===== config.mk =====
export PLATFORM = sky130hd
export DESIGN_NAME = mmes_blend
export DESIGN_NICKNAME = d
export VERILOG_FILES = /design/src/sv/assert_macros.svh /design/src/sv/mmes_pkg.sv /design/src/sv/mmes_blend.sv
export SDC_FILE = /design/constraint.sdc
export NUM_CORES = 1
export LEC_CHECK = 0
export ABC_AREA = 0
export BUFFER_PORTS_ARGS = -buffer_cell sky130_fd_sc_hd__buf_2
export CORE_UTILIZATION = 60
export DETAILED_ROUTE_END_ITERATION = 12
export GPL_ROUTABILITY_DRIVEN = 0
export PLACE_DENSITY = 0.78
export SLEW_MARGIN = 20
export SYNTH_ARGS = -nofsm -noshare
export SYNTH_HDL_FRONTEND = slang
export SYNTH_SLANG_ARGS = --single-unit

===== constraint.sdc =====
create_clock -name i_clk -period 11.15 [get_ports i_clk]
set_clock_uncertainty 0.1 [all_clocks]
set_input_delay 1.6725 -clock i_clk [delete_from_list [all_inputs] [get_ports i_clk]]
set_output_delay 1.6725 -clock i_clk [all_outputs]
set_load 0.02 [all_outputs]

===== src/sv/assert_macros.svh =====
// Assertion helpers used by the top-level RTL file.
`ifndef ASSERT_MACROS_SVH
`define ASSERT_MACROS_SVH

`ifndef SYNTHESIS

`define CHK_ALWAYS(lbl, clk, rstn, expr) \
    lbl: assert property (@(posedge clk) disable iff (!rstn) (expr)) \
        else $error("invariant check failed");

`define CHK_IMPLY(lbl, clk, rstn, ante, cons) \
    lbl: assert property (@(posedge clk) disable iff (!rstn) (ante) |-> (cons)) \
        else $error("same-cycle implication failed");

`define CHK_NEXT(lbl, clk, rstn, ante, cons) \
    lbl: assert property (@(posedge clk) disable iff (!rstn) (ante) |=> (cons)) \
        else $error("next-cycle implication failed");

`else

`define CHK_ALWAYS(lbl, clk, rstn, expr)
`define CHK_IMPLY(lbl, clk, rstn, ante, cons)
`define CHK_NEXT(lbl, clk, rstn, ante, cons)

`endif

`endif


===== src/sv/mmes_pkg.sv =====
`default_nettype none

package mmes_pkg;

    localparam int PIX_W    = 8;
    localparam int ROW_W    = 12;
    localparam int CFG_DW   = 12;
    localparam int STR_W    = 7;
    // Compare domain for widths: holds any frame_width value and MAX_WIDTH up to 8192
    localparam int CMP_W    = 14;
    localparam int PROD_W   = PIX_W + STR_W;
    localparam int MIN_DIM  = 3;

    localparam logic [STR_W-1:0]  BLEND_FULL  = 7'd127;
    localparam int                BLEND_SHIFT = 7;

    localparam logic [CFG_DW-1:0] RST_WIDTH     = 12'd720;
    localparam logic [CFG_DW-1:0] RST_HEIGHT    = 12'd576;
    localparam logic [STR_W-1:0]  RST_STRENGTH  = 7'd64;
    localparam logic [PIX_W-1:0]  RST_THRESHOLD = 8'd128;

    typedef enum logic [1:0] {
        CFG_WIDTH     = 2'd0,
        CFG_HEIGHT    = 2'd1,
        CFG_STRENGTH  = 2'd2,
        CFG_THRESHOLD = 2'd3
    } t_cfg_idx;

    typedef struct packed {
        logic [PIX_W-1:0] pixel;
        logic             flush;
    } t_in;

    typedef struct packed {
        logic [PIX_W-1:0] pixel_out;
        logic             end_of_line;
        logic             end_of_frame;
    } t_out;

    // One window column, top row first
    typedef struct packed {
        logic [PIX_W-1:0] top;
        logic [PIX_W-1:0] mid;
        logic [PIX_W-1:0] bot;
    } t_col;

    typedef struct packed {
        logic [PIX_W-1:0] lo;
        logic [PIX_W-1:0] hi;
    } t_span;

    typedef struct packed {
        logic interior;
        logic eol;
        logic eof;
    } t_tag;

endpackage

`default_nettype wire


===== src/sv/mmes_blend.sv =====
`default_nettype none

module mmes_blend (
    input  wire logic                           i_clk,
    input  wire logic                           i_rst_n,
    input  wire logic                           i_ready,
    output logic                                o_adv,
    input  wire logic                           i_valid,
    input  wire mmes_pkg::t_tag                 i_tag,
    input  wire mmes_pkg::t_span                i_span_l,
    input  wire mmes_pkg::t_span                i_span_c,
    input  wire mmes_pkg::t_span                i_span_r,
    input  wire logic [mmes_pkg::PIX_W-1:0]     i_centre,
    input  wire logic [mmes_pkg::STR_W-1:0]     i_strength,
    input  wire logic [mmes_pkg::PIX_W-1:0]     i_threshold,
    output logic                                o_valid,
    output mmes_pkg::t_out                      o_data
);

    import mmes_pkg::*;

    logic [PIX_W-1:0]  w_mn_a;
    logic [PIX_W-1:0]  w_mx_a;
    logic [PIX_W-1:0]  w_mn;
    logic [PIX_W-1:0]  w_mx;
    logic [PIX_W-1:0]  w_dlo;
    logic [PIX_W-1:0]  w_dhi;
    logic              w_pick_hi;
    logic [PIX_W-1:0]  w_dist;
    logic [PIX_W-1:0]  w_ext;
    logic              w_sharp;
    logic [STR_W-1:0]  w_wc;
    logic [PROD_W-1:0] w_sum;
    logic              w_adv;

    logic              r3_valid;
    t_tag              r3_tag;
    logic              r3_sharp;
    logic [PIX_W-1:0]  r3_ext;
    logic [PIX_W-1:0]  r3_c;

    logic              r4_valid;
    t_tag              r4_tag;
    logic              r4_sharp;
    logic [PROD_W-1:0] r4_pe;
    logic [PROD_W-1:0] r4_pc;
    logic [PIX_W-1:0]  r4_c;

    logic              r_out_valid;
    t_out              r_out;

    assign w_adv = !r_out_valid || i_ready;

    // Window extremes and choice of the nearer one (minimum wins a tie)
    always_comb begin
        w_mn_a    = (i_span_l.lo < i_span_c.lo) ? i_span_l.lo : i_span_c.lo;
        w_mx_a    = (i_span_l.hi > i_span_c.hi) ? i_span_l.hi : i_span_c.hi;
        w_mn      = (w_mn_a < i_span_r.lo) ? w_mn_a : i_span_r.lo;
        w_mx      = (w_mx_a > i_span_r.hi) ? w_mx_a : i_span_r.hi;
        w_dlo     = i_centre - w_mn;
        w_dhi     = w_mx - i_centre;
        w_pick_hi = w_dlo > w_dhi;
        w_dist    = w_pick_hi ? w_dhi : w_dlo;
        w_ext     = w_pick_hi ? w_mx : w_mn;
        w_sharp   = i_tag.interior && (w_dist < i_threshold);
    end

    assign w_wc  = BLEND_FULL - i_strength;
    assign w_sum = r4_pe + r4_pc;

    always_ff @(posedge i_clk) begin
        if (!i_rst_n) begin
            r3_valid    <= 1'b0;
            r4_valid    <= 1'b0;
            r_out_valid <= 1'b0;
        end else if (w_adv) begin
            r3_valid    <= i_valid;
            r4_valid    <= r3_valid;
            r_out_valid <= r4_valid;
        end
    end

    always_ff @(posedge i_clk) begin
        if (w_adv) begin
            r3_tag   <= i_tag;
            r3_sharp <= w_sharp;
            r3_ext   <= w_ext;
            r3_c     <= i_centre;

            r4_tag   <= r3_tag;
            r4_sharp <= r3_sharp;
            r4_pe    <= {{STR_W{1'b0}}, r3_ext} * {{PIX_W{1'b0}}, i_strength};
            r4_pc    <= {{STR_W{1'b0}}, r3_c} * {{PIX_W{1'b0}}, w_wc};
            r4_c     <= r3_c;

            r_out.pixel_out    <= r4_sharp ? w_sum[BLEND_SHIFT +: PIX_W] : r4_c;
            r_out.end_of_line  <= r4_tag.eol;
            r_out.end_of_frame <= r4_tag.eof;
        end
    end

    assign o_adv   = w_adv;
    assign o_valid = r_out_valid;
    assign o_data  = r_out;

endmodule

`default_nettype wire


# Word level (Yosys, flattened, before mapping)
# Cells that the tools add are included.
[op_classes]
n_reduce_logical = 3
order_cmp = 6
addsub = 4
mul = 2
n_mux = 7
[ops]
columns = ["op", "n"]
rows = [
  ["8-bit two-way mux", 7],
  ["8-bit by 7-bit multiplier with 15-bit output", 2],
  ["8-bit greater-than comparator", 3],
  ["8-bit less-than comparator", 3],
  ["8-bit subtractor", 2],
  ["15-bit adder", 1],
  ["7-bit subtractor (first input constant)", 1],
  ["1-bit logical AND", 1],
  ["1-bit zero test", 1],
  ["1-bit logical OR", 1],
]
[totals]
ff_bits = 73
elab_cells = 39
inputBits = 78
output_inout_bits = 12

# Longest topological paths before layout
[logic_depth]
word_depth = 9
mapped_depth = 38
ltp_nobuf = 36

# Worst setup path before layout
# Ideal clock, no wire load.
[synth_path]
path_kind = "input to register"
start = "in i_span_c[15] (netlist name)"
end = "reg r3_sharp (data pin)"
path_slack_ns = 2.357
path_buffers = 3
path_stages = 37
required_time_ns = 10.793
arrival_ns = 8.436
setup_time_ns = 0.257
cell_sequence = "inv_1 ha_1 and4_1 o21ai_0 o21bai_1 buf_6 mux2_2 ha_1 a21o_1 a21oi_1 nand2_1 a221o_1 a31oi_4 buf_6 mux2i_1 inv_1 ha_1 nor2b_1 o21ai_0 a21boi_0 o21ai_0 a21oi_1 xor2_1 xnor2_1 inv_1 ha_1 and3_1 nand4_1 o21ai_0 a21oi_1 clkbuf_1 mux2i_1 ha_1 and3_1 nand3_1 a311o_1 a32o_1"
[synth_via]
elab_chain_len = 9
[synth_lines]
columns = ["element", "line_no", "text"]
rows = [
  ["start, declared", "mmes_blend.sv:11", "input wire mmes_pkg::t_span i_span_c,"],
  ["8-bit less-than comparator", "mmes_blend.sv:56", "w_mn_a = (i_span_l.lo < i_span_c.lo) ? i_span_l.lo : i_span_c.lo;"],
  ["8-bit two-way mux (*)", "mmes_blend.sv:56", ""],
  ["8-bit less-than comparator", "mmes_blend.sv:58", "w_mn = (w_mn_a < i_span_r.lo) ? w_mn_a : i_span_r.lo;"],
  ["8-bit two-way mux (*)", "mmes_blend.sv:58", ""],
  ["8-bit subtractor (*)", "mmes_blend.sv:60", "w_dlo = i_centre - w_mn;"],
  ["8-bit greater-than comparator", "mmes_blend.sv:62", "w_pick_hi = w_dlo > w_dhi;"],
  ["8-bit two-way mux (*)", "mmes_blend.sv:63", "w_dist = w_pick_hi ? w_dhi : w_dlo;"],
  ["8-bit less-than comparator (*)", "mmes_blend.sv:65", "w_sharp = i_tag.interior && (w_dist < i_threshold);"],
  ["1-bit logical AND (*)", "mmes_blend.sv:65", ""],
  ["via w_sharp", "mmes_blend.sv:31", "logic w_sharp;"],
  ["end signal, assigned", "mmes_blend.sv:86", "r3_sharp <= w_sharp;"],
  ["end, declared", "mmes_blend.sv:38", "logic r3_sharp;"],
]
# Mark *: on every way through the listed nets, which the timed path passes. The rest lies on a longest branch.
# A chain may end at the register's enable or synchronous reset.

# Worst setup path in the final report
# Same ends and word-level chain as after synthesis.

==> results.md <==
- For this run, asynchronously set or reset flops after synthesis account for 0%.
- In this run the power density over the cells is roughly 300 mW/mm^2.
- The smallest clock period supported by the final layout is computed as roughly 9000 ps.
- The number of antenna violations at the first check in global routing is 0.
- TritonCTS built the clock tree.
- The worst setup path is captured at a flop.
- The post-synthesis to final-layout area growth is 10.8%.
- The checks that failed: DRC.
- The floorplan has 43 rows.
- The path class of the tightest hold or removal check is flop to flop.
- The leftover overflow at the end of global routing is 0.
- In the final routed layout, each cell accounts on average for roughly 15 um.
- The maximum net fanout on the critical path is 14.
- The number of global-route vias before repair is around 6400.
- The flow ran to the end, but the final reports show violations.
- In this run, synthesis produced a sequential element count of 73.
- The dominant synthesized flop cell is sky130_fd_sc_hd__edfxtp_1.
- During synthesis, Yosys emitted a total of 0 warnings.
- The count of TritonRoute iterations in the first routing pass is 8.
- The synthesized netlist occupies a cell area of roughly 0.0085 sq mm.
- After the last flow step, the layout net total stands at roughly 1200.
- For this run, design rule violations remaining after detail routing come to 1.
- The worst pin sits at a relative slew slack of 38.0%.
- On the critical path, the stage with the largest delay is an instance of sky130_fd_sc_hd__o21bai_1.
- The count of flip-flops with a built-in enable after synthesis is 70.
- The remaining antenna violation count after routing is 0.
- The number of sinks driven by the clock tree is 73.
- In the layout the commonest cells are sky130_fd_sc_hd__inv_1 (138), sky130_fd_sc_hd__ha_1 (138), sky130_fd_sc_hd__buf_2 (89), sky130_fd_sc_hd__edfxtp_1 (70), sky130_fd_sc_hd__fa_1 (60).
- Port buffering added between 80 and 90 buffers.
- The total power is 0.00289 W.
- IR analysis of the VDD net gives a maximum drop of approximately 0.24 mV.
- The proportion of synthesized chip area in sequential cells is between 20% and 30%.
- The tree is rooted in a sky130_fd_sc_hd__clkbuf_16.
- For this block, the routed nets add up to about 17000 um of wire.
- The post-cts hold buffer count is 0.
- The vias after detailed routing is approximately 6200.
- The HPWL reported at the end of detailed placement is 13600 um.
- The clock-pin slew on the worst setup and hold paths is around 70 ps.
- At the later pin of the worst-skew pair, clock insertion delay measures roughly 340 ps.
- The gate count after technology mapping is approximately 850.
- The number of post-CTS setup repair buffers is 0.
- The combined global-route utilization of all metal layers is 25.2%.
- For the pin with the worst max-slew slack, the measured transition is just over 900 ps.
- The vias per cell is ~5.5.
- For this design the top-level I/O count stands at 90.
- In this run the deepest clock path goes through 2 buffers.
- The sum of buffers and inverters on the critical path is 4.
- The post-cts sizing count is 0.
- The launching element type of the critical path is a primary input.
- The highest clock frequency the design can meet is between 100 and 150 MHz.
- The setup violation total in the final timing report is 0.
- The critical path in this run is classified as primary input to flop.
- The overall die height is ~120 um.
- Setup repair after global routing left no endpoint under its margin.
- Dividing the final minimum period by the clock period gives between 80% and 90%.
- The die covers 0.0146 sq mm.
- The clock tree synthesis step divided the H-tree into 3 levels.
- Entering global routing, the biggest net connects 75 pins.
- The layout cell share with drive strength beyond 1 is ~15%.
- The number of clock buffers inserted by TritonCTS is 9.
- The worst path meets setup with 2030 ps of slack.
- The number of slew-limit violations in the final report is 0.
- The initial utilization of the core area, before any placement, comes to 61.4%.
- The cell that appears most often on the critical path is sky130_fd_sc_hd__ha_1.
- In this run the static leakage power is 4.77 nW.
- The netlist uses 47 different library cells.
- The floorplan step defined a core boundary enclosing 0.0138 sq mm.
- The number of nets in the synthesized netlist is around 1100.
- The worst stage delay on the critical path is between 600 and 700 ps.
- On the final layout, the worst hold slack is between 300 and 400 ps.
- The family with the most delay on the worst path is compound AO/OA/AOI/OAI gates.
- The wire length of the first global-routing pass is just under 30000 um.
- Data on the critical path arrives at its endpoint at slightly above 9000 ps.
- The final hold violation count is 0.
- At the worst endpoint, the required time is 11270 ps.
- OpenSTA, run right after detailed placement, puts the worst setup slack at between 1500 and 2000 ps.
- The post-synthesis average cell area is 9.96 sq um.
- The setup check on the worst reg-to-reg path leaves a slack of about 6400 ps.
- The die extent in x is 121 um.
- The DRC marker count from the first detailed-route iteration is about 190.
- The tool flagged a number of max-cap violations equal to 0.
- The number of antenna diodes in the final layout is 0.
- After routing, the total negative slack on setup checks comes to 0 ps.
cell type report:
| type | count | area (sq um) |
|---|---|---|
| Inverter | 138 | 518 |
| Tap cell | 180 | 225 |
| Clock buffer | 9 | 225 |
| Multi-Input combinational cell | 630 | 5770 |
| Timing Repair Buffer | 90 | 453 |
| Sequential cell | 73 | 2160 |
| Fill cell | 1116 | 4420 |
| Clock inverter | 7 | 58.8 |
per-layer routing:
metal	track usage (%)	part of all wire (%)	vias up
met3	3.85	3.4	34
met2	46.5	51	146
met5	0	0	-
met4	10.3	3.2	0
met1	29.0	42	2918
li1	-	-	3057
path summary, 6_finish.rpt:
path / to / startpoint / cells after the start
worst min register to register: r4_tag[1] / r3_tag[1] / 0
worst max-delay path: r3_sharp / i_span_c[15] / 37
worst max register to register: r4_pe[13] / r3_ext[5] / 13
worst min-delay path: r4_tag[1] / r3_tag[1] / 0
per-stage QoR:
step / instance area (sq um) / utilization [%] / instances
after detailed placement: 9120 / 66.0 / 1111
after global placement: 9120 / 66.0 / 1111
final: 9410 / 68.0 / 1127
after floorplan: 8490 / - / 853
after CTS: 9410 / 68.0 / 1127
after global routing: 9410 / 68.0 / 1127
flip-flops by register name, summed over array words and instances, names as in the netlist:
signal    flops
r3_valid      1
r4_pc        15
o_data       10
r4_c          8
r3_tag        2
r3_ext        8
r3_sharp      1
o_valid       1
r4_valid      1
r4_pe        15
r4_tag        2
r4_sharp      1
r3_c          8
synth_stat cells, types with 3 or more instances:
| cell type | number | area share, % |
|---|---|---|
| sky130_fd_sc_hd__a21boi_0 | 3 | 0.27 |
| sky130_fd_sc_hd__a21o_1 | 20 | 1.8 |
| sky130_fd_sc_hd__a21oi_1 | 35 | 2.1 |
| sky130_fd_sc_hd__a21oi_2 | 3 | 0.31 |
| sky130_fd_sc_hd__and2_1 | 22 | 1.6 |
| sky130_fd_sc_hd__and3_1 | 5 | 0.37 |
| sky130_fd_sc_hd__clkbuf_1 | 9 | 0.40 |
| sky130_fd_sc_hd__dfxtp_1 | 3 | 0.71 |
| sky130_fd_sc_hd__edfxtp_1 | 70 | 25 |
| sky130_fd_sc_hd__fa_1 | 60 | 14 |
| sky130_fd_sc_hd__ha_1 | 138 | 20 |
| sky130_fd_sc_hd__inv_1 | 138 | 6.1 |
| sky130_fd_sc_hd__mux2_2 | 25 | 3.3 |
| sky130_fd_sc_hd__mux2i_1 | 19 | 2.2 |
| sky130_fd_sc_hd__nand2_1 | 52 | 2.3 |
| sky130_fd_sc_hd__nand2b_1 | 42 | 3.1 |
| sky130_fd_sc_hd__nand3_1 | 11 | 0.65 |
| sky130_fd_sc_hd__nand4_1 | 4 | 0.29 |
| sky130_fd_sc_hd__nor2_1 | 37 | 1.6 |
| sky130_fd_sc_hd__nor2b_1 | 36 | 2.7 |
| sky130_fd_sc_hd__nor3_1 | 10 | 0.59 |
| sky130_fd_sc_hd__o21a_1 | 7 | 0.62 |
| sky130_fd_sc_hd__o21ai_0 | 23 | 1.4 |
| sky130_fd_sc_hd__o21bai_1 | 3 | 0.27 |
| sky130_fd_sc_hd__o41ai_1 | 3 | 0.31 |
| sky130_fd_sc_hd__or2_2 | 3 | 0.22 |
| sky130_fd_sc_hd__or3_1 | 6 | 0.44 |
| sky130_fd_sc_hd__xnor2_1 | 32 | 3.3 |
| sky130_fd_sc_hd__xor2_1 | 12 | 1.2 |
power breakdown:
| part | internal, W | leakage [nW] | switching [W] |
|---|---|---|---|
| Sequential | 0.000502 | 0.772 | 0.0000664 |
| Clock | 0.000154 | 0.133 | 0.000120 |
| Combinational | 0.000929 | 3.86 | 0.00112 |
logic make-up (layout without fill, tap and decap cells):
family | Yosys count | count (layout) | synth area share, %
xor+xnor | 44 | 44 | 4.54
simple gates | 231 | 231 | 14.1
buf+inv | 150 | 244 | 6.81
mux | 44 | 44 | 5.55
flops | 73 | 73 | 25.5
fa+ha+maj | 198 | 198 | 34.5
compound gates | 113 | 113 | 9.04
(Power assumes the default switching activity.)
