**src/sv/assert_macros.svh**
```systemverilog
// Assertion helpers used by the top-level RTL file.
`ifndef ASSERT_MACROS_SVH
`define ASSERT_MACROS_SVH

`ifndef SYNTHESIS

`define CHK_ALWAYS(lbl, clk, rstn, expr) \
    lbl: assert property (@(posedge clk) disable iff (!rstn) (expr)) \
        else $error("invariant check failed");

`define CHK_IMPLY(lbl, clk, rstn, ante, cons) \
    lbl: assert property (@(posedge clk) disable iff (!rstn) (ante) |-> (cons)) \
        else $error("same-cycle implication failed");

`define CHK_NEXT(lbl, clk, rstn, ante, cons) \
    lbl: assert property (@(posedge clk) disable iff (!rstn) (ante) |=> (cons)) \
        else $error("next-cycle implication failed");

`else

`define CHK_ALWAYS(lbl, clk, rstn, expr)
`define CHK_IMPLY(lbl, clk, rstn, ante, cons)
`define CHK_NEXT(lbl, clk, rstn, ante, cons)

`endif

`endif

```
**src/sv/mmes_pkg.sv**
```systemverilog
`default_nettype none

package mmes_pkg;

    localparam int PIX_W    = 8;
    localparam int ROW_W    = 12;
    localparam int CFG_DW   = 12;
    localparam int STR_W    = 7;
    // Compare domain for widths: holds any frame_width value and MAX_WIDTH up to 8192
    localparam int CMP_W    = 14;
    localparam int PROD_W   = PIX_W + STR_W;
    localparam int MIN_DIM  = 3;

    localparam logic [STR_W-1:0]  BLEND_FULL  = 7'd127;
    localparam int                BLEND_SHIFT = 7;

    localparam logic [CFG_DW-1:0] RST_WIDTH     = 12'd720;
    localparam logic [CFG_DW-1:0] RST_HEIGHT    = 12'd576;
    localparam logic [STR_W-1:0]  RST_STRENGTH  = 7'd64;
    localparam logic [PIX_W-1:0]  RST_THRESHOLD = 8'd128;

    typedef enum logic [1:0] {
        CFG_WIDTH     = 2'd0,
        CFG_HEIGHT    = 2'd1,
        CFG_STRENGTH  = 2'd2,
        CFG_THRESHOLD = 2'd3
    } t_cfg_idx;

    typedef struct packed {
        logic [PIX_W-1:0] pixel;
        logic             flush;
    } t_in;

    typedef struct packed {
        logic [PIX_W-1:0] pixel_out;
        logic             end_of_line;
        logic             end_of_frame;
    } t_out;

    // One window column, top row first
    typedef struct packed {
        logic [PIX_W-1:0] top;
        logic [PIX_W-1:0] mid;
        logic [PIX_W-1:0] bot;
    } t_col;

    typedef struct packed {
        logic [PIX_W-1:0] lo;
        logic [PIX_W-1:0] hi;
    } t_span;

    typedef struct packed {
        logic interior;
        logic eol;
        logic eof;
    } t_tag;

endpackage

`default_nettype wire

```
**src/sv/mmes_cell.sv**
```systemverilog
`default_nettype none

module mmes_cell (
    input  wire logic           i_clk,
    input  wire logic           i_rst_n,
    input  wire logic           i_load,
    input  wire mmes_pkg::t_col i_col,
    output mmes_pkg::t_col      o_col,
    output mmes_pkg::t_span     o_span
);

    import mmes_pkg::*;

    t_col             r_col;
    t_span            r_span;
    t_span            n_span;
    logic [PIX_W-1:0] w_lo01;
    logic [PIX_W-1:0] w_hi01;

    // Column extremes travel with the column as it moves along the chain
    always_comb begin
        w_lo01    = (i_col.top < i_col.mid) ? i_col.top : i_col.mid;
        w_hi01    = (i_col.top > i_col.mid) ? i_col.top : i_col.mid;
        n_span.lo = (w_lo01 < i_col.bot) ? w_lo01 : i_col.bot;
        n_span.hi = (w_hi01 > i_col.bot) ? w_hi01 : i_col.bot;
    end

    always_ff @(posedge i_clk) begin
        if (!i_rst_n) begin
            r_col  <= '0;
            r_span <= '0;
        end else if (i_load) begin
            r_col  <= i_col;
            r_span <= n_span;
        end
    end

    assign o_col  = r_col;
    assign o_span = r_span;

endmodule

`default_nettype wire

```
**config.mk**
```make
export PLATFORM = sky130hd
export DESIGN_NAME = mmes_cell
export DESIGN_NICKNAME = d
export VERILOG_FILES = /design/src/sv/assert_macros.svh /design/src/sv/mmes_pkg.sv /design/src/sv/mmes_cell.sv
export SDC_FILE = /design/constraint.sdc
export NUM_CORES = 1
export LEC_CHECK = 0
export BUFFER_PORTS_ARGS = -buffer_cell sky130_fd_sc_hd__buf_2
export CORE_UTILIZATION = 48
export DETAILED_ROUTE_END_ITERATION = 6
export PLACE_DENSITY = 0.89
export SLEW_MARGIN = 20
export SYNTH_ARGS = -nofsm -noshare
export SYNTH_HDL_FRONTEND = slang
export SYNTH_SLANG_ARGS = --single-unit
```
**constraint.sdc**
```tcl
create_clock -name i_clk -period 3.85 [get_ports i_clk]
set_clock_uncertainty 0.15 [all_clocks]
set_input_delay 0.5775 -clock i_clk [delete_from_list [all_inputs] [get_ports i_clk]]
set_output_delay 0.5775 -clock i_clk [all_outputs]
set_load 0.02 [all_outputs]
```
After elaboration in Yosys (flattened, before gate mapping)

Index checks and enable logic that the tools add are counted.

Equality and inequality tests: 0
Div/mod/pow operators: 0
Add/subtract/negate cells: 0
Bitwise gates (word level): 0
Shift-type cells: 0
Multiply operators: 0
$lt $le $gt $ge: 4
Multiplexer cells: 4
Reductions and logical operators: 0

Operator list:

| kind                          | count |
|---|---|
| two-way mux 8 bit             | 4 |
| greater-than comparator 8 bit | 2 |
| < comparator 8 bit            | 2 |

Bits of input ports: 27
Register bits after elaboration: 40
Logic and storage cells: 13
Bits in writable memories: 0
Output and inout bits: 40
Latch bits: 0
Bits in read-only memories: 0
Memories kept: 0

Longest topological paths before layout

Gate-level depths: netlist of run 1.

Depth in word-level cells: 4
Mapped depth: 15
Depth with buffers taken out: 15

Least setup slack after synthesis of run 1

No wires, ideal clock.

Kind: input port to flip-flop
Start: input port i_col[15] in the netlist's numbering
End: register r_span (netlist bit o_span[10])
Setup slack: 0.071 ns
Buffers on the path: 0
Cell stages on the path: 13
Required time: 3.578 ns
Arrival time: 3.507 ns
Setup time: 0.122 ns
Cells stage by stage: inv_1 ha_1 nand4_1 a21oi_1 nor2_1 o21ai_0 ha_1 and2_4 a221oi_2 and2_4 a211oi_4 o31a_1 a311o_1

Longest elaborated chain between the ends: 4

Ends and longest elaborated chain:

| element                | RTL line        | text |
|---|---|---|
| start: declaration     | mmes_cell.sv:7  | `input wire mmes_pkg::t_col i_col,` |
| < comparator 8 bit     | mmes_cell.sv:22 | `w_lo01 = (i_col.top < i_col.mid) ? i_col.top : i_col.mid;` |
| two-way mux 8 bit (*)  | mmes_cell.sv:22 |  |
| < comparator 8 bit     | mmes_cell.sv:24 | `n_span.lo = (w_lo01 < i_col.bot) ? w_lo01 : i_col.bot;` |
| two-way mux 8 bit (*)  | mmes_cell.sv:24 |  |
| end signal: assignment | mmes_cell.sv:34 | `r_span <= n_span;` |
| end: declaration       | mmes_cell.sv:15 | `t_span r_span;` |

Every way passes the cells marked *; elsewhere a longest branch is shown, timed or not.
A chain may end at the register's enable or synchronous reset.

Worst setup path after layout of run 1

Start: input port i_col[15] in the netlist's numbering
End: register r_span (netlist bit o_span[11])

The elaborated chain is that of the path after synthesis.

==> results of run 1 <==
cell usage in the layout (no fill, tap or decap), types with 10 or more instances in the layout:
master / instances
nand3_1: 10
buf_4: 56
buf_2: 66
nand2_1: 15
dfxtp_1: 40
ha_1: 22
inv_1: 24
nor2b_1: 27
mux2i_1: 27
worst max-delay path by stage:
| stage | start | end | slack, ns | cells after the start |
|---|---|---|---|---|
| finish | i_col[15] | o_span[11] | -0.05 | 16 |
| global route | i_col[15] | o_span[11] | -0.14 | 16 |
| CTS | i_col[9] | o_span[11] | 0.06 | 17 |
| detailed placement | i_col[9] | o_span[12] | -0.21 | 17 |
| global placement | i_col[9] | o_span[10] | -0.11 | 17 |
| floorplan | i_col[15] | o_span[10] | 0.07 | 13 |
timing repair:
item | CTS | global route
gates resized for setup | 0 | 22
endpoints found under the setup margin | 0 | 15
buffers inserted | 0 | 5
cell families (layout without fill, tap and decap cells):
family / count (synthesis) / in the layout / synth area share, %
and+or+nand+nor: 77 / 77 / 18.8
AOI/OAI and AO/OA: 59 / 59 / 19.5
DFF: 40 / 40 / 31.9
buffers and inverters: 35 / 155 / 5.58
muxes: 32 / 32 / 12.8
adders and majority gates: 23 / 23 / 11.5
where the power goes:
part | internal [mW] | switching, mW
clock | 0.160 | 0.147
combinational | 0.237 | 0.290
sequential | 0.454 | 0.0193
cell type report:
class / instances / area [um^2] / area share (%)
flip-flops and latches: 40 / 801 / 22.9
inverters: 24 / 90.1 / 2.57
clock buffers: 7 / 96.3 / 2.75
repair buffers: 124 / 773 / 22.1
multi-input cells: 191 / 1660 / 47.3
well taps: 67 / 83.8 / 2.40
stage by stage:
step                      cells  setup WS, ns  util [%]  instance area, um^2
after floorplan             266        0.0712         -                 2510
after global placement      441        -0.110      67.1                 3270
after detailed placement    441        -0.212      67.1                 3270
after CTS                   448        0.0636      69.1                 3370
after global routing        453        -0.135      71.7                 3500
final                       453       -0.0455      71.7                 3500
state kept, by name, summed over array words and instances (netlist names):
| register | flops |
|---|---|
| o_span | 16 |
| o_col | 24 |
worst register-to-register path, cell delays in order, from the launching register on:
cell	delay, ns
dfxtp_1	0.33
and3b_1	0.17
a311o_1	0.28
metal layers:
metal,GRT usage (%),share of wire [%],up-vias
met5,0,0,-
met4,19.1,4.9,0
met3,4.61,6.4,44
met2,43.4,49,159
met1,30.6,40,1269
li1,-,-,1207
==> summary.txt, run 1 <==
Global route
  • Largest net degree at the start of global routing: 43
  • Initial antenna violation count: 0
  • Grt ovf: 0
  • First-pass GRT wire length: 10800 um
  • Vias in the first global route: 2413
  • All-Layer GR Usage: 26.2%

Run
  • Max-cap violations: 0

Run status
  • Status: complete, but fails checks
  • Failing checks: setup timing

Logic synthesis
  • Synth Flop Type: dfxtp_1
  • Post-synth top area cell: dfxtp_1
  • Mapped Avg Cell Area: 9.44 um^2
  • Fraction of registers with async set/reset: 0%
  • Synth Cell Area: 2510 um^2
  • Syn Inst Count: 266
  • EDFF count, synth: 0
  • Largest cells by area after synthesis: dfxtp_1, mux2i_1, ha_1
  • Post-Syn Nets: 316
  • Post-synth top cells: dfxtp_1, mux2i_1, nor2b_1
  • Area share of the leading cell type in the synthesized netlist: 31.9%
  • Seq cells post-synth: 40
  • Ys Warns: 0
  • Synth cell types: 37
  • Seq/Total Area, Yosys: 31.9%
  • Most frequent cell after synthesis: dfxtp_1

Route
  • DRC violations left: 0
  • Via Count: 2679
  • Drt total wl: 8450 um
  • 1st-pass router iterations: 5
  • DRT antenna net count: 0
  • Via-per-instance ratio: 5.91
  • Initial DRC Count: 261
  • Drt wl/cell: 18.7 um

Setup path
  • Arrival time at the worst endpoint: 3.93 ns
  • CP Max Fanout: 7
  • CP top delay family: compound AO/OA/AOI/OAI gates
  • R2r endpoint: o_span[11]
  • Reg-to-reg critical path startpoint: o_span[11]
  • Crit-path max cell delay: 0.38 ns
  • CP Cell Sequence: buf_2, inv_1, ha_2, nand4_1, buf_4, a21oi_4, nor2_4, o21ai_0, ha_1, and2_4, a221oi_2, and2_4, nor4_4, buf_4, o31a_1, a311o_1
  • Worst R2R Setup Slack: 2.81 ns
  • CP startpoint kind: input pin
  • Crit path buf inv count: 4
  • CP Data Required Time: 3.88 ns
  • Critical path's slowest cell: ha_2
  • Worst Setup End Kind: register
  • Crit Path Class: in -> reg
  • R2R cell count: 2

Timing
  • Hold Violations, Final: 0
  • Slew margin rel.: 62.7%
  • Post-Route Setup TNS: -0.0845 ns
  • Max Slew Vio Count: 0
  • Min Tclk post-route: 3.90 ns
  • Fmax: 257 MHz
  • Final-report setup violation count: 3
  • Fin crit share: 101%
  • Worst Tran Pin Value: 0.558 ns
  • Hold slack: 0.309 ns
  • PnR worst setup slack: -0.0455 ns

Die
  • Core Rows: 25
  • Die Span Y: 74.3 um
  • Die area: 5520 um^2
  • # IOs: 67
  • Initial core utilization: 51.5%
  • Core Region: 4880 um^2
  • Die X: 74.3 um

Clocking
  • Max clock buf depth: 2
  • H-tree depth: 2
  • Worst-skew pair later-pin latency: 0.29 ns
  • Root Buffer Master: clkbuf_8
  • TritonCTS clock tree: yes
  • Clock sink total: 40
  • Post-CTS Hold Fix Bufs: 0
  • CTS clk-pin slew, worst paths: 0.08 ns
  • Num CTS Buffers: 5

Placement
  • Buffers on Ports: 66
  • Gpl congestion: 0.951
  • DP HPWL: 5270 um

Cells and area
  • Fillers: 344
  • Area Growth Syn to Fin: 39.4%
  • Share of layout cells above drive strength 1: 40.2%
  • Fin nets: 436
  • N_diodes: 0

Hold path
  • Hold Crit Endpoint: o_span[4]
  • Hold WC Path Type: reg -> reg
  • Hold_sp: o_span[4]
  • Hold path depth: 2

Power and ir drop
  • VDD IR-drop max: 233 uV
  • P_leak: 1.81 nW
  • PwrDens: 373 nW/um^2
  • Final total power: 1.31 mW
No activity file was read; power rests on OpenSTA's default activity.
==> run 2: changes to the inputs <==
--- a/config.mk
+++ b/config.mk
@@ -9,6 +9,7 @@
 export CORE_UTILIZATION = 48
 export DETAILED_ROUTE_END_ITERATION = 6
 export PLACE_DENSITY = 0.89
+export RECOVER_POWER = 25
 export SLEW_MARGIN = 20
 export SYNTH_ARGS = -nofsm -noshare
 export SYNTH_HDL_FRONTEND = slang
==> run 2 against run 1 <==
Effect of this change:
- the run ends with capacitance limit, slew limit, setup timing left
- cell count did not move
- combinational power hardly changed
- maximum frequency hardly changed
- count of clock-buffer cells in the layout is the same
- via count down 0.19%
- setup slack improved by 0.0018 ns
- sequential share of layout area is essentially flat
- clock power about the same
- register-to-register slack barely moved
- critical endpoint unchanged
- largest power group unchanged
==> summary.txt, run 2 (synthesis gave the netlist of run 1 again) <==
Run status
  • Status: complete, but fails checks
  • Failing checks: capacitance limit, slew limit, setup timing

Placement
  • DP HPWL: 5270 um (unchanged)
  • Inst Count DP: 441 (unchanged)
  • Buffers on Ports: 66 (unchanged)
  • Gpl congestion: 0.951 (unchanged)

Timing
  • PnR worst setup slack: -0.0437 ns (+0.00178 ns)
  • Hold slack: 0.308 ns (-0.00111 ns)
  • Fmax: 257 MHz (about the same)
  • Hold Violations, Final: 0 (unchanged)
  • Min Tclk post-route: 3.89 ns (-0.00178 ns)
  • Max Slew Vio Count: 43 (+43)
  • Slew margin rel.: -54.0% (-120 points)
  • Post-Route Setup TNS: -0.108 ns (-0.0237 ns)
  • Fin crit share: 101% (about the same)
  • Final-report setup violation count: 5 (+2)
  • Worst Tran Pin Value: 2.31 ns (+1.75 ns)

Cells and area
  • Fin nets: 436 (unchanged)
  • N_diodes: 0 (unchanged)
  • Commonest non-fill, non-tap cell in the layout: buf_2
  • Fin cells: 453 (unchanged)
  • Share of layout cells above drive strength 1: 39.9% (-0.26 points)
  • Final core occ: 71.6% (-0.077 points)
  • Fillers: 346 (+0.58%)
  • Most frequent cells in the layout: buf_2, buf_4, dfxtp_1, nor2b_1, mux2i_1
  • Area Growth Syn to Fin: 39.2%
  • Max FFs per register: 24 (unchanged)

Global route
  • GRT busiest layer: met2
  • First-pass GRT wire length: 10800 um (unchanged)
  • Largest net degree at the start of global routing: 43 (unchanged)
  • Grt ovf: 0 (unchanged)
  • Met3 Usage GRT: 4.61% (unchanged)
  • Met2 usage: 43.4% (unchanged)
  • All-Layer GR Usage: 26.2% (unchanged)
  • Initial antenna violation count: 0 (unchanged)
  • Met1 Track Usage GR: 30.6% (unchanged)
  • Vias in the first global route: 2413 (unchanged)

Power and ir drop
  • P_leak: 1.80 nW (-0.20%)
  • Final total power: 1.31 mW (about the same)
  • PwrDens: 374 nW/um^2 (+0.11%)
  • Sw Pwr: 0.455 mW (-0.37%)
  • Int Pwr: 0.852 mW (+0.21%)
  • Comb pwr share: 40.4% (about the same)
  • VDD IR-drop max: 232 uV (-0.34%)
  • Sequential Power Share: 36.2% (about the same)
  • Switch share: 34.8% (-0.13 points)
  • Clock power share: 23.3% (-0.2 points)

Run
  • Max-cap violations: 1 (+1)

Setup path
  • Crit-path max cell delay: 0.38 ns (about the same)
  • Crit Path Class: in -> reg
  • CP Data Required Time: 3.89 ns (about the same)
  • Arrival time at the worst endpoint: 3.93 ns (about the same)
  • Worst Setup End Kind: register
  • CP Max Fanout: 7 (unchanged)
  • CP startpoint kind: input pin
  • Critical path's slowest cell: ha_2
  • CP Cell Sequence: buf_2, inv_1, ha_2, nand4_1, buf_4, a21oi_4, nor2_4, o21ai_0, ha_1, and2_4, a221oi_2, and2_4, nor4_4, buf_4, o31a_1, a311o_1

Clocking
  • Root Buffer Master: clkbuf_8
  • Num CTS Buffers: 5 (unchanged)
  • Max clock buf depth: 2 (unchanged)
  • Clock sink total: 40 (unchanged)
  • H-tree depth: 2 (unchanged)
  • Worst-skew pair later-pin latency: 0.30 ns (about the same)
  • CTS clk-pin slew, worst paths: 0.08 ns (about the same)
  • Post-CTS Hold Fix Bufs: 0 (unchanged)
  • TritonCTS clock tree: yes

Die
  • # IOs: 67 (unchanged)
  • Die Span Y: 74.3 um (unchanged)
  • Die X: 74.3 um (unchanged)
  • Core Rows: 25 (unchanged)
  • Die area: 5520 um^2 (unchanged)
  • Initial core utilization: 51.5% (unchanged)
  • Core Region: 4880 um^2 (unchanged)

Route
  • 1st-pass router iterations: 5 (unchanged)
  • DRC violations left: 0 (unchanged)
  • Initial DRC Count: 229 (-12%)
  • Via Count: 2674 (-0.19%)
  • Via-per-instance ratio: 5.90 (-0.19%)
  • Drt wl/cell: 18.7 um (+0.41%)
  • DRT antenna net count: 0 (unchanged)
  • Drt total wl: 8480 um (+0.41%)

Hold path
  • Hold WC Path Type: reg -> reg
==> run 2: layout make-up <==
cell class                      count  area (um^2)  area share [%]
Multi-Input combinational cell    191         1660            47.4
Inverter                           24         90.1            2.58
Clock buffer                        7         96.3            2.76
Sequential cell                    40          801            22.9
Tap cell                           67         83.8            2.40
Timing Repair Buffer              124          769            22.0
==> run 2: per-layer routing <==
layer | share of wire, % | vias to the layer above
met3 | 6.4 | 40
met2 | 49 | 151
met5 | 0 | -
met4 | 4.4 | 0
li1 | - | 1214
met1 | 40 | 1269
==> run 2: per-stage QoR <==
step                      worst slack [ns]  instance area (um^2)
after global routing                -0.135                  3500
after detailed placement            -0.212                  3270
after floorplan                     0.0712                  2510
after global placement              -0.110                  3270
final                              -0.0437                  3500
after CTS                           0.0636                  3370
==> run 2: worst max-delay path, delay by kind of cell <==
| family | cells | cell delay, ns |
|---|---|---|
| compound gates | 5 | 1.40 |
| fa+ha+maj | 2 | 0.72 |
| simple gates | 5 | 0.71 |
| buf+inv | 4 | 0.50 |
==> run 2: power groups by stage <==
| stage | sequential (mW) | combinational (mW) | clock, mW |
|---|---|---|---|
| finish | 0.473 | 0.528 | 0.305 |
| global route | 0.477 | 0.559 | 0.321 |
| CTS | 0.472 | 0.466 | 0.306 |
| detailed placement | 0.482 | 0.458 | 0 |
| global placement | 0.481 | 0.446 | 0 |
| floorplan | 0.531 | 0.218 | 0 |
==> run 2: path summary, 6_finish.rpt <==
| kind | start | endpoint | slack (ns) | depth (start not counted) |
|---|---|---|---|---|
| setup / recovery | i_col[15] | o_span[11] | -0.04 | 16 |
| hold / removal | o_span[4] | o_span[4] | 0.31 | 2 |
| setup reg to reg | o_span[11] | o_span[11] | 2.82 | 2 |
| hold reg to reg | o_span[4] | o_span[4] | 0.31 | 2 |
==> run 2: what timing repair did <==
action	CTS	global route
endpoints found under the setup margin	0	15
setup buffers	0	5
gates resized for setup	0	22
==> run 3: changes to the inputs <==
--- a/config.mk
+++ b/config.mk
@@ -8,6 +8,7 @@
 export BUFFER_PORTS_ARGS = -buffer_cell sky130_fd_sc_hd__buf_2
 export CORE_UTILIZATION = 48
 export DETAILED_ROUTE_END_ITERATION = 6
+export MAX_ROUTING_LAYER = met4
 export PLACE_DENSITY = 0.89
 export RECOVER_POWER = 25
 export SLEW_MARGIN = 20
==> run 3 against run 2 <==
Effect of this change:
- sequential share of layout area up 0.61 points
- count of clock-buffer cells in the layout down 1
- non-clock buffer count down 5
- global-route usage up 1.6 points
- total power down 3.6%
- maximum frequency up 1.0%
- the run still ends with capacitance limit, slew limit, setup timing left
- sequential cell count unchanged
- clock power down 4%
- combinational power down 6.4%
- largest power group unchanged
==> summary.txt, run 3 (synthesis gave the netlist of run 1 again) <==
Timing
  • Hold Violations, Final: 0 (unchanged)
  • Worst Tran Pin Value: 2.30 ns (-0.0105 ns)
  • Final-report setup violation count: 1 (-4)
  • Hold slack: 0.312 ns (+0.00372 ns)
  • Max Slew Vio Count: 43 (unchanged)
  • PnR worst setup slack: -0.00376 ns (+0.0399 ns)
  • Min Tclk post-route: 3.85 ns (-0.0399 ns)
  • RSZ-0062 raised after global routing: yes
  • Slew margin rel.: -53.3% (+0.70 points)
  • Fin crit share: 100% (-1.0 points)
  • Fmax: 259 MHz (+1.0%)

Die
  • Core Region: 4880 um^2 (unchanged)
  • Core Rows: 25 (unchanged)
  • Initial core utilization: 51.5% (unchanged)
  • Die X: 74.3 um (unchanged)
  • Die Span Y: 74.3 um (unchanged)
  • # IOs: 67 (unchanged)
  • Die area: 5520 um^2 (unchanged)

Power and ir drop
  • PwrDens: 370 nW/um^2 (-1.1%)
  • P_leak: 1.78 nW (-1.5%)
  • VDD IR-drop max: 251 uV (+8.4%)

Clocking
  • TritonCTS clock tree: yes
  • Num CTS Buffers: 5 (unchanged)
  • Root Buffer Master: clkbuf_8
  • H-tree depth: 2 (unchanged)
  • Setup repair bufs after CTS: 0 (unchanged)
  • CTS clk-pin slew, worst paths: 0.08 ns (about the same)
  • Max clock buf depth: 2 (unchanged)
  • Worst-skew pair later-pin latency: 0.29 ns (about the same)
  • Clock sink total: 40 (unchanged)

Setup path
  • CP Data Required Time: 3.88 ns (about the same)
  • CP Max Fanout: 7 (unchanged)
  • Arrival time at the worst endpoint: 3.88 ns (-0.05 ns)
  • Worst Setup End Kind: register
  • Crit Path Class: in -> reg
  • CP startpoint kind: input pin

Placement
  • Inst Count DP: 441 (unchanged)
  • DP HPWL: 5450 um (+3.4%)
  • Placed Area: 3270 um^2 (unchanged)
  • Gpl congestion: 0.978 (+2.9%)
  • Buffers on Ports: 66 (unchanged)
  • Pre-CTS WS: -0.239 ns (-0.0279 ns)

Route
  • Drt total wl: 7500 um (-12%)
  • Drt wl/cell: 16.7 um (-11%)
  • Via Count: 2556 (-4.4%)
  • 1st-pass router iterations: 4 (-1)
  • Initial DRC Count: 179 (-22%)
  • Via-per-instance ratio: 5.69 (-3.6%)
  • DRC violations left: 0 (unchanged)
  • DRT antenna net count: 0 (unchanged)

Cells and area
  • N_diodes: 0 (unchanged)
  • Most frequent cells in the layout: buf_2, buf_4, dfxtp_1, mux2i_1, nor2b_1
  • Final core occ: 69.8% (-1.8 points)
  • Fillers: 363 (+4.9%)
  • Area Growth Syn to Fin: 35.6%
  • Fin nets: 431 (-1.1%)
  • Commonest non-fill, non-tap cell in the layout: buf_2
  • Fin cells: 449 (-0.88%)
  • Area of the multi-input gates: 1610 um^2 (-2.5%)
  • Finished Cell Area: 3410 um^2 (-2.6%)
  • FF+latch area: 801 um^2 (unchanged)
  • Share of layout cells above drive strength 1: 38.0% (-1.9 points)
  • Max FFs per register: 24 (unchanged)

Global route
  • Grt ovf: 0 (unchanged)
  • Initial antenna violation count: 0 (unchanged)
  • First-pass GRT wire length: 11200 um (+3.3%)
  • Largest net degree at the start of global routing: 43 (unchanged)
  • All-Layer GR Usage: 27.9% (+1.6 points)
  • Vias in the first global route: 2417 (+0.17%)

Run
  • Max-cap violations: 1 (unchanged)

Run status
  • Status: complete, but fails checks
  • Failing checks: capacitance limit, slew limit, setup timing

Hold path
  • Hold WC Path Type: reg -> reg
## run 3: worst paths after layout
| kind | endpoint | startpoint | cells past startpoint | slack, ns |
|---|---|---|---|---|
| max reg2reg | o_span[10] | o_span[10] | 2 | 2.83 |
| max | o_span[11] | i_col[15] | 16 | -0.004 |
| min reg2reg | o_span[2] | o_span[2] | 2 | 0.31 |
| min | o_span[2] | o_span[2] | 2 | 0.31 |
## run 3: per-stage QoR
stage          TNS (ns)  power, mW
2_1_floorplan         0      0.749
3_3_place_gp      -1.18      0.927
4_1_cts               0       1.23
3_5_place_dp      -2.52      0.944
6_report       -0.00376       1.26
5_1_grt          -0.708       1.33
## run 3: worst max-delay path, cell delays in order
cell	delay [ns]
buf_2	0.08
inv_1	0.05
ha_1	0.39
nand4_1	0.20
a21oi_2	0.28
nor2_2	0.12
buf_4	0.16
o21ai_0	0.38
ha_1	0.34
o21a_1	0.12
o2111ai_2	0.19
and2_4	0.21
nor4_4	0.06
buf_4	0.15
o31a_1	0.24
a311o_1	0.33
## run 3: per-layer routing
| layer | up-vias | track usage [%] | part of all wire, % |
|---|---|---|---|
| li1 | 1202 | - | - |
| met1 | 1209 | 32.9 | 42 |
| met2 | 113 | 45.4 | 49 |
| met3 | 32 | 5.28 | 5.4 |
| met4 | 0 | 13.8 | 3.5 |
| met5 | - | - | 0 |
## run 3: area by class of cell
class / instances / area share [%]
clock inverters: 2 / 0.294
repair buffers: 119 / 21.3
multi-input cells: 191 / 47.4
well taps: 67 / 2.46
clock buffers: 6 / 2.42
flip-flops and latches: 40 / 23.5
inverters: 24 / 2.65
## run 3: power by group
part           total, mW  switching, mW  internal (mW)
clock network      0.292          0.149          0.143
registers          0.473         0.0188          0.454
logic              0.494          0.272          0.223
total               1.26          0.439          0.820
## run 3: timing repair
item	4_1_cts	5_1_grt
hold buffers	0	0
gates resized for setup	0	11
endpoints found under the setup margin	0	15
